===== src/sv/sha256_pkg.sv =====
// Package with the SHA-256 constants, types and round functions shared by the digest unit.
`default_nettype none
package sha256_pkg;

  typedef enum logic [2:0] {
    ST_IDLE,
    ST_PAD,
    ST_ROUND,
    ST_FOLD,
    ST_EMIT
  } state_t;

  typedef enum logic [1:0] {
    BYTE_DATA,
    BYTE_PAD,
    BYTE_ZERO,
    BYTE_LEN
  } byte_sel_t;

  typedef struct packed {
    logic      clear_all;
    logic      write_byte;
    byte_sel_t byte_sel;
    logic [5:0] byte_addr;
    logic      count_bits;
    logic      load_work;
    logic      do_round;
    logic [5:0] round_idx;
    logic      fold;
    logic      emit;
    logic [2:0] emit_idx;
  } dp_cmd_t;

  localparam logic [7:0] PAD_BYTE = 8'h80;
  localparam logic [5:0] LEN_POS = 6'd56;

  localparam logic [31:0] IV [8] = '{
    32'h6a09e667, 32'hbb67ae85, 32'h3c6ef372, 32'ha54ff53a,
    32'h510e527f, 32'h9b05688c, 32'h1f83d9ab, 32'h5be0cd19
  };

  localparam logic [31:0] ROUND_K [64] = '{
    32'h428a2f98, 32'h71374491, 32'hb5c0fbcf, 32'he9b5dba5,
    32'h3956c25b, 32'h59f111f1, 32'h923f82a4, 32'hab1c5ed5,
    32'hd807aa98, 32'h12835b01, 32'h243185be, 32'h550c7dc3,
    32'h72be5d74, 32'h80deb1fe, 32'h9bdc06a7, 32'hc19bf174,
    32'he49b69c1, 32'hefbe4786, 32'h0fc19dc6, 32'h240ca1cc,
    32'h2de92c6f, 32'h4a7484aa, 32'h5cb0a9dc, 32'h76f988da,
    32'h983e5152, 32'ha831c66d, 32'hb00327c8, 32'hbf597fc7,
    32'hc6e00bf3, 32'hd5a79147, 32'h06ca6351, 32'h14292967,
    32'h27b70a85, 32'h2e1b2138, 32'h4d2c6dfc, 32'h53380d13,
    32'h650a7354, 32'h766a0abb, 32'h81c2c92e, 32'h92722c85,
    32'ha2bfe8a1, 32'ha81a664b, 32'hc24b8b70, 32'hc76c51a3,
    32'hd192e819, 32'hd6990624, 32'hf40e3585, 32'h106aa070,
    32'h19a4c116, 32'h1e376c08, 32'h2748774c, 32'h34b0bcb5,
    32'h391c0cb3, 32'h4ed8aa4a, 32'h5b9cca4f, 32'h682e6ff3,
    32'h748f82ee, 32'h78a5636f, 32'h84c87814, 32'h8cc70208,
    32'h90befffa, 32'ha4506ceb, 32'hbef9a3f7, 32'hc67178f2
  };

  function automatic logic [31:0] rotr(input logic [31:0] v, input int n);
    rotr = (v >> n) | (v << (32 - n));
  endfunction

endpackage
`default_nettype wire


===== src/sv/sha256_ctrl.sv =====
// Controller state machine sequencing absorb, padding, rounds and digest output.
`default_nettype none
module sha256_ctrl
  import sha256_pkg::*;
(
  input  wire logic       clk,
  input  wire logic       rst,
  input  wire logic       start,
  input  wire logic       opcode,
  output logic            busy,
  output dp_cmd_t         cmd
);

  state_t state, state_next;
  logic [5:0] fill, fill_next;
  logic [5:0] cnt, cnt_next;
  logic       final_blk, final_blk_next;
  logic       accept;

  assign accept = start && !busy;

  always_comb begin
    state_next = state;
    fill_next = fill;
    cnt_next = cnt;
    final_blk_next = final_blk;
    case (state)
      ST_IDLE: begin
        if (accept) begin
          if (!opcode) begin
            fill_next = fill + 6'd1;
            if (fill == 6'd63) begin
              state_next = ST_ROUND;
              final_blk_next = 1'b0;
              cnt_next = '0;
            end
          end else begin
            if (fill == 6'd63) begin
              state_next = ST_ROUND;
            end else begin
              state_next = ST_PAD;
            end
            cnt_next = fill + 6'd1;
            final_blk_next = (fill < 6'd56);
          end
        end
      end
      ST_PAD: begin
        cnt_next = cnt + 6'd1;
        if (cnt == 6'd63) begin
          state_next = ST_ROUND;
          cnt_next = '0;
        end
      end
      ST_ROUND: begin
        cnt_next = cnt + 6'd1;
        if (cnt == 6'd63) begin
          state_next = ST_FOLD;
        end
      end
      ST_FOLD: begin
        cnt_next = '0;
        fill_next = '0;
        if (!final_blk) begin
          state_next = ST_IDLE;
        end else begin
          state_next = ST_EMIT;
        end
      end
      ST_EMIT: begin
        cnt_next = cnt + 6'd1;
        if (cnt == 6'd7) begin
          state_next = ST_IDLE;
          final_blk_next = 1'b0;
        end
      end
      default: state_next = ST_IDLE;
    endcase
    // A second padding block follows when the first held no room for the length.
    if (state == ST_FOLD && !final_blk && fill != 6'd0) begin
      state_next = ST_PAD;
      final_blk_next = 1'b1;
      cnt_next = '0;
      fill_next = '0;
    end
  end

  always_ff @(posedge clk) begin
    if (rst) begin
      state <= ST_IDLE;
      fill <= '0;
      cnt <= '0;
      final_blk <= 1'b0;
    end else begin
      state <= state_next;
      fill <= fill_next;
      cnt <= cnt_next;
      final_blk <= final_blk_next;
    end
  end

  always_comb begin
    busy = (state != ST_IDLE);
    cmd = '0;
    cmd.byte_sel = BYTE_DATA;
    cmd.byte_addr = fill;
    cmd.round_idx = cnt;
    cmd.emit_idx = cnt[2:0];
    case (state)
      ST_IDLE: begin
        if (accept) begin
          cmd.write_byte = 1'b1;
          cmd.load_work = (fill == 6'd63);
          if (!opcode) begin
            cmd.count_bits = 1'b1;
          end else begin
            cmd.byte_sel = BYTE_PAD;
          end
        end
      end
      ST_PAD: begin
        cmd.write_byte = 1'b1;
        cmd.byte_addr = cnt;
        if (final_blk && cnt >= LEN_POS) begin
          cmd.byte_sel = BYTE_LEN;
        end else begin
          cmd.byte_sel = BYTE_ZERO;
        end
        cmd.load_work = (cnt == 6'd63);
      end
      ST_ROUND: cmd.do_round = 1'b1;
      ST_FOLD: cmd.fold = 1'b1;
      ST_EMIT: begin
        cmd.emit = 1'b1;
        cmd.clear_all = (cnt == 6'd7);
      end
      default: ;
    endcase
  end

endmodule
`default_nettype wire


===== src/sv/sha256_dp.sv =====
// Datapath holding the block buffer, bit counter, chaining value and one-round compression unit.
`default_nettype none
module sha256_dp
  import sha256_pkg::*;
(
  input  wire logic        clk,
  input  wire logic        rst,
  input  wire logic [7:0]  data_byte,
  input  dp_cmd_t          cmd,
  output logic [31:0]      digest_word,
  output logic [2:0]       word_index,
  output logic             last,
  output logic             done
);

  logic [31:0] buffer [16];
  logic [63:0] message_bits;
  logic [31:0] hv [8];
  logic [31:0] r [8];
  logic [31:0] w [16];
  logic [7:0]  wr_byte;
  logic [31:0] big0, big1, ch, mj, t1, t2, wt, s0, s1, wnew;

  always_comb begin
    case (cmd.byte_sel)
      BYTE_DATA: wr_byte = data_byte;
      BYTE_PAD:  wr_byte = PAD_BYTE;
      BYTE_ZERO: wr_byte = 8'h00;
      BYTE_LEN:  wr_byte = message_bits[8 * (7 - cmd.byte_addr[2:0]) +: 8];
      default:   wr_byte = 8'h00;
    endcase
  end

  always_ff @(posedge clk) begin
    if (cmd.write_byte) begin
      buffer[cmd.byte_addr[5:2]][8 * (3 - cmd.byte_addr[1:0]) +: 8] <= wr_byte;
    end
  end

  always_comb begin
    wt = (cmd.round_idx < 6'd16) ? w[cmd.round_idx[3:0]] : wnew;
    s0 = rotr(w[1], 7) ^ rotr(w[1], 18) ^ (w[1] >> 3);
    s1 = rotr(w[14], 17) ^ rotr(w[14], 19) ^ (w[14] >> 10);
    wnew = w[0] + s0 + w[9] + s1;
    big1 = rotr(r[4], 6) ^ rotr(r[4], 11) ^ rotr(r[4], 25);
    ch = (r[4] & r[5]) ^ (~r[4] & r[6]);
    t1 = r[7] + big1 + ch + ROUND_K[cmd.round_idx] + wt;
    big0 = rotr(r[0], 2) ^ rotr(r[0], 13) ^ rotr(r[0], 22);
    mj = (r[0] & r[1]) ^ (r[0] & r[2]) ^ (r[1] & r[2]);
    t2 = big0 + mj;
  end

  // The schedule window is loaded from the buffer, then shifts once per round from round 16 on.
  always_ff @(posedge clk) begin
    if (cmd.load_work) begin
      for (int i = 0; i < 16; i++) begin
        if (i == 15) begin
          w[i] <= {buffer[15][31:8], wr_byte};
        end else begin
          w[i] <= buffer[i];
        end
      end
      for (int i = 0; i < 8; i++) begin
        r[i] <= hv[i];
      end
    end else if (cmd.do_round) begin
      if (cmd.round_idx >= 6'd16) begin
        for (int i = 0; i < 15; i++) begin
          w[i] <= w[i+1];
        end
        w[15] <= wnew;
      end
      r[7] <= r[6];
      r[6] <= r[5];
      r[5] <= r[4];
      r[4] <= r[3] + t1;
      r[3] <= r[2];
      r[2] <= r[1];
      r[1] <= r[0];
      r[0] <= t1 + t2;
    end
  end

  always_ff @(posedge clk) begin
    if (rst) begin
      message_bits <= '0;
      for (int i = 0; i < 8; i++) hv[i] <= IV[i];
    end else begin
      if (cmd.count_bits) begin
        message_bits <= message_bits + 64'd8;
      end
      if (cmd.fold) begin
        for (int i = 0; i < 8; i++) hv[i] <= hv[i] + r[i];
      end
      if (cmd.clear_all) begin
        message_bits <= '0;
        for (int i = 0; i < 8; i++) hv[i] <= IV[i];
      end
    end
  end

  always_ff @(posedge clk) begin
    if (rst) begin
      done <= 1'b0;
      last <= 1'b0;
    end else begin
      done <= cmd.emit;
      last <= cmd.emit && (cmd.emit_idx == 3'd7);
    end
    digest_word <= hv[cmd.emit_idx];
    word_index <= cmd.emit_idx;
  end

endmodule
`default_nettype wire


===== src/sv/sha256_message_digest_unit.sv =====
// Top level of the SHA-256 message digest unit.
// Usage: raise start with opcode and data_byte; a transaction is taken when
// start is high and busy is low. Opcode 0 absorbs one byte; opcode 1 pads
// the message and returns the digest.
// An absorb leaves busy low, except the sixty-fourth byte of a block,
// after which busy stays high while the round unit performs
// one round per cycle and then adds into the chaining value.
// A finish writes the remaining padding one byte per cycle, compresses
// the block and possibly a second padded block, then presents the eight
// digest words on consecutive cycles, each marked by done for one cycle,
// word_index counting up and last high on the eighth.
// The time until the last word depends on the block fill and on
// whether a second block is needed.
// The result strobe cannot be held off by the receiver; words must be
// taken in the cycle they appear.
// After the last word the unit is ready for a new message. Reset restores
// the initial hash value and clears the bit counter and fill.
`default_nettype none
module sha256_message_digest_unit
  import sha256_pkg::*;
(
  input  wire logic        clk,
  input  wire logic        rst,
  input  wire logic        start,
  input  wire logic        opcode,
  input  wire logic [7:0]  data_byte,
  output logic             busy,
  output logic             done,
  output logic [31:0]      digest_word,
  output logic [2:0]       word_index,
  output logic             last
);

  dp_cmd_t cmd;

  sha256_ctrl u_ctrl (
    .clk    (clk),
    .rst    (rst),
    .start  (start),
    .opcode (opcode),
    .busy   (busy),
    .cmd    (cmd)
  );

  sha256_dp u_dp (
    .clk         (clk),
    .rst         (rst),
    .data_byte   (data_byte),
    .cmd         (cmd),
    .digest_word (digest_word),
    .word_index  (word_index),
    .last        (last),
    .done        (done)
  );

  a_last_only_with_done: assert property (@(posedge clk) disable iff (rst)
    last |-> done) else $error("last without done");
  a_last_index: assert property (@(posedge clk) disable iff (rst)
    last |-> (word_index == 3'd7)) else $error("last on wrong word");
  a_busy_while_emit: assert property (@(posedge clk) disable iff (rst)
    done && !last |-> busy) else $error("unit idle during digest output");

endmodule
`default_nettype wire


===== config.mk =====
export PLATFORM = sky130hd
export DESIGN_NAME = sha256_message_digest_unit
export DESIGN_NICKNAME = d
export VERILOG_FILES = /design/src/sv/sha256_pkg.sv /design/src/sv/sha256_ctrl.sv /design/src/sv/sha256_dp.sv /design/src/sv/sha256_message_digest_unit.sv
export SDC_FILE = /design/constraint.sdc
export NUM_CORES = 2
export LEC_CHECK = 0
export ABC_AREA = 1
export BUFFER_PORTS_ARGS = -buffer_cell sky130_fd_sc_hd__buf_4
export CAP_MARGIN = 5
export CORE_MARGIN = 4
export CORE_UTILIZATION = 38
export DETAILED_ROUTE_END_ITERATION = 8
export GPL_TIMING_DRIVEN = 0
export MAX_ROUTING_LAYER = met4
export SYNTH_ARGS = -nofsm -noshare
export SYNTH_HDL_FRONTEND = slang
export SYNTH_SLANG_ARGS = --single-unit

===== constraint.sdc =====
create_clock -name clk -period 15 [get_ports clk]
set_clock_uncertainty 0.2 [all_clocks]
set_input_delay 3 -clock clk [delete_from_list [all_inputs] [get_ports clk]]
set_output_delay 3 -clock clk [all_outputs]
set_load 0.02 [all_outputs]

==> results.cfg <==
[run_status]
status = finished, violations left
violations = capacitance limit, slew limit

[logic_synthesis]
synthDistinctLibCells = 75
async_flop_share_pct = 0
netlist_instances = 11287
yosysWarnings = 0
ys_seq_area_share_pct = 47.7
mappedNetlistNets = 11904
yosys_register_bits = 1646
netlist_area_sq_um = 98400
syn_avg_cell_area_sq_um = 8.72
synth-edff-count = 1400
yosys_most_used_dff = edfxtp_1

[critical_path]
cp_slowest_cell = a221oi_1
cp.depth = 35
path_max_fanout = 22
ff2ff_path_depth = 35
crit_path_frequent_cell = fa_1
worst_setup_path_end_kind = flip-flop
startpoint_type = flip-flop
path_delay_family = adder cells
critPathKind = flip-flop to flip-flop
arrival_ns = 13.82
critPathMaxStageDelay_ns = 1.29
reg2reg_slack_ns = 1.54
path_buf_inv = 8
required_ns = 15.36

[place]
port_buffers = 48
place_congestion = 1.08
dp_hpwl_um = 418000
post_dp_cell_area_sq_um = 104000
dp_slack_ns = 2.07
dp.cells = 14795

[clock_tree]
cts.repair.resized = 0
cts_setup_buffers = 0
htree_levels = 4
clk_latency_ns = 0.93
cts_sinks = 1646
cts_tree = yes
cts_buffers = 199
root_buffer = clkbuf_16
cts_hold_buf = 0
clk_pin_slew_ns = 0.06
cts_buffer_depth = 4

[power_and_ir_drop]
seqPwrFrac_pct = 21.3
total_leakage_power_nw = 44.8
clkPwrFrac_pct = 20.9
irDropWorstVdd_mv = 0.296
internal-power_w = 0.0119
p_sw_w = 0.0118
p_per_area_nw_per_um2 = 213
power_w = 0.0237
power_frac_comb_pct = 57.8
p_sw_share_pct = 49.9

[die]
core_region_area_sq_um = 257000
die_w_um = 517
chipHeight_um = 517
dieArea_sq_um = 267000
rows = 186
top_level_ports = 50
start_util_pct = 38.3

[route]
route.detailed.drc = 0
drt_first_pass_iters = 7
vias = 92696
viasPerCell = 6.09
drt-wirelength-per-cell_um = 34.6
drt_iter0_markers = 16340
wl_um = 527000
ant_nets = 0

[global_routing]
grt_max_degree = 106
track_usage_pct = 39.4
grt_pass1_vias = 83399
grt_pass1_wl_um = 703000
antenna_found_initial = 66
grt-ovfl-total = 0

[sta]
rsz0062_at_grt = false
worst_slack_ns = 1.54
finalHoldViolations = 0
setup_viol = 0
relSlewSlack_pct = -11.2
worst_slew_pin_slew_ns = 1.67
report.final.slew_viol_count = 143
period_minus_slack_ns = 13.46
max_freq_mhz = 74.3
finalCritPeriodShare_pct = 89.8

[final_layout]
layout_commonest_cell = nand2_1
final_nets = 12251
final_cells = 15219
syn2layout_area_growth_pct = 13.0
n_fill_cell = 25724
multi_input_area_sq_um = 45000
seq_area_sq_um = 47000
layout-drive-gt1-share_pct = 5.59
mostFrequentLayoutCells = 2830 x nand2_1, 1400 x edfxtp_1, 1202 x inv_1, 1094 x o21ai_0, 1005 x a21oi_1
utilization_pct = 43.2
stdcell_area_sq_um = 111000

[job]
drv_cap = 17

[hold_path]
hp-class = flip-flop to flip-flop
hold_path_depth = 2
## synth_stat cells (all sizes together) (45+ instances only)
cell type	number	share of area, %
o211ai	92	0.70
a21oi	1006	5.1
nand4	55	0.36
nand2	2840	11
fa	195	4.0
buf	94	0.43
xor2	248	2.2
o21ai	1111	5.7
nor3	140	0.75
xnor2	186	1.7
a221oi	45	0.40
ha	410	5.2
a31oi	97	0.62
inv	1219	4.7
nand3	341	1.8
dfxtp	246	5.0
edfxtp	1400	43
clkbuf	408	1.6
nor2	684	2.7
or2	47	0.30
## worst paths after layout
path | start | to
max | u_ctrl.cnt[2]$_SDFFE_PP0P_ | u_dp.r[0][23]$_DFFE_PP_
min | u_dp.buffer[12][13]$_DFFE_PP_ | u_dp.w[12][13]$_DFFE_PP_
max reg2reg | u_ctrl.cnt[2]$_SDFFE_PP0P_ | u_dp.r[0][23]$_DFFE_PP_
min reg2reg | u_dp.buffer[12][13]$_DFFE_PP_ | u_dp.w[12][13]$_DFFE_PP_
## power groups by stage
stage	registers, W	logic (W)	clock network (W)
floorplan	0.00513	0.00801	0
global placement	0.00513	0.0131	0
detailed placement	0.00512	0.0130	0
CTS	0.00503	0.0131	0.00495
global route	0.00503	0.0144	0.00512
finish	0.00503	0.0137	0.00495
## metrics by stage
stage | hold WS, ns | TNS [ns]
6_report | 0.252 | 0
5_1_grt | 0.304 | 0
4_1_cts | 0.253 | 0
3_5_place_dp | 0.281 | 0
3_3_place_gp | 0.280 | -720.91
2_1_floorplan | 0.201 | 0
## layout make-up
cell class / instances / area share (%)
repair buffers: 146 / 1.61
inverters: 1231 / 4.16
flip-flops and latches: 1646 / 42.2
plain buffers: 502 / 1.79
diodes: 42 / 0.0945
well taps: 3384 / 3.81
clock inverters: 107 / 0.987
multi-input cells: 7908 / 40.5
clock buffers: 253 / 4.80
## state kept, by name, indices dropped and copies added, names as in the netlist, 6 cells and up, named ones only
register / cells
u_dp.w: 512
u_ctrl.cnt: 6
u_dp.message_bits: 61
u_dp.digest_word: 32
u_dp.r: 256
u_dp.buffer: 504
u_ctrl.fill: 6
u_dp.hv: 256
## worst reg2reg max path: cells and delay by family, from the launching register on
| family | cells | cell delay, ns |
|---|---|---|
| AO/OA/AOI/OAI | 7 | 2.98 |
| adder cells (fa/ha/maj) | 8 | 3.79 |
| XOR/XNOR | 2 | 1.02 |
| buffers and inverters | 8 | 2.52 |
| AND/OR/NAND/NOR | 10 | 1.72 |
| flip-flops | 1 | 0.91 |
## cell families after synthesis
| group | Yosys count | share of synthesized area [%] |
|---|---|---|
| xor+xnor | 434 | 3.86 |
| simple gates | 4162 | 17.1 |
| buf+inv | 1733 | 6.69 |
| flops | 1646 | 47.7 |
| compound gates | 2705 | 15.4 |
| fa+ha+maj | 607 | 9.20 |
## layer usage
layer  global-route usage [%]  wire [um]
met5                        -          0
met4                     13.6      22500
met3                     14.7      80300
met2                     51.4     205000
met1                     55.4     220000
Power figures use the tool's default switching activity.
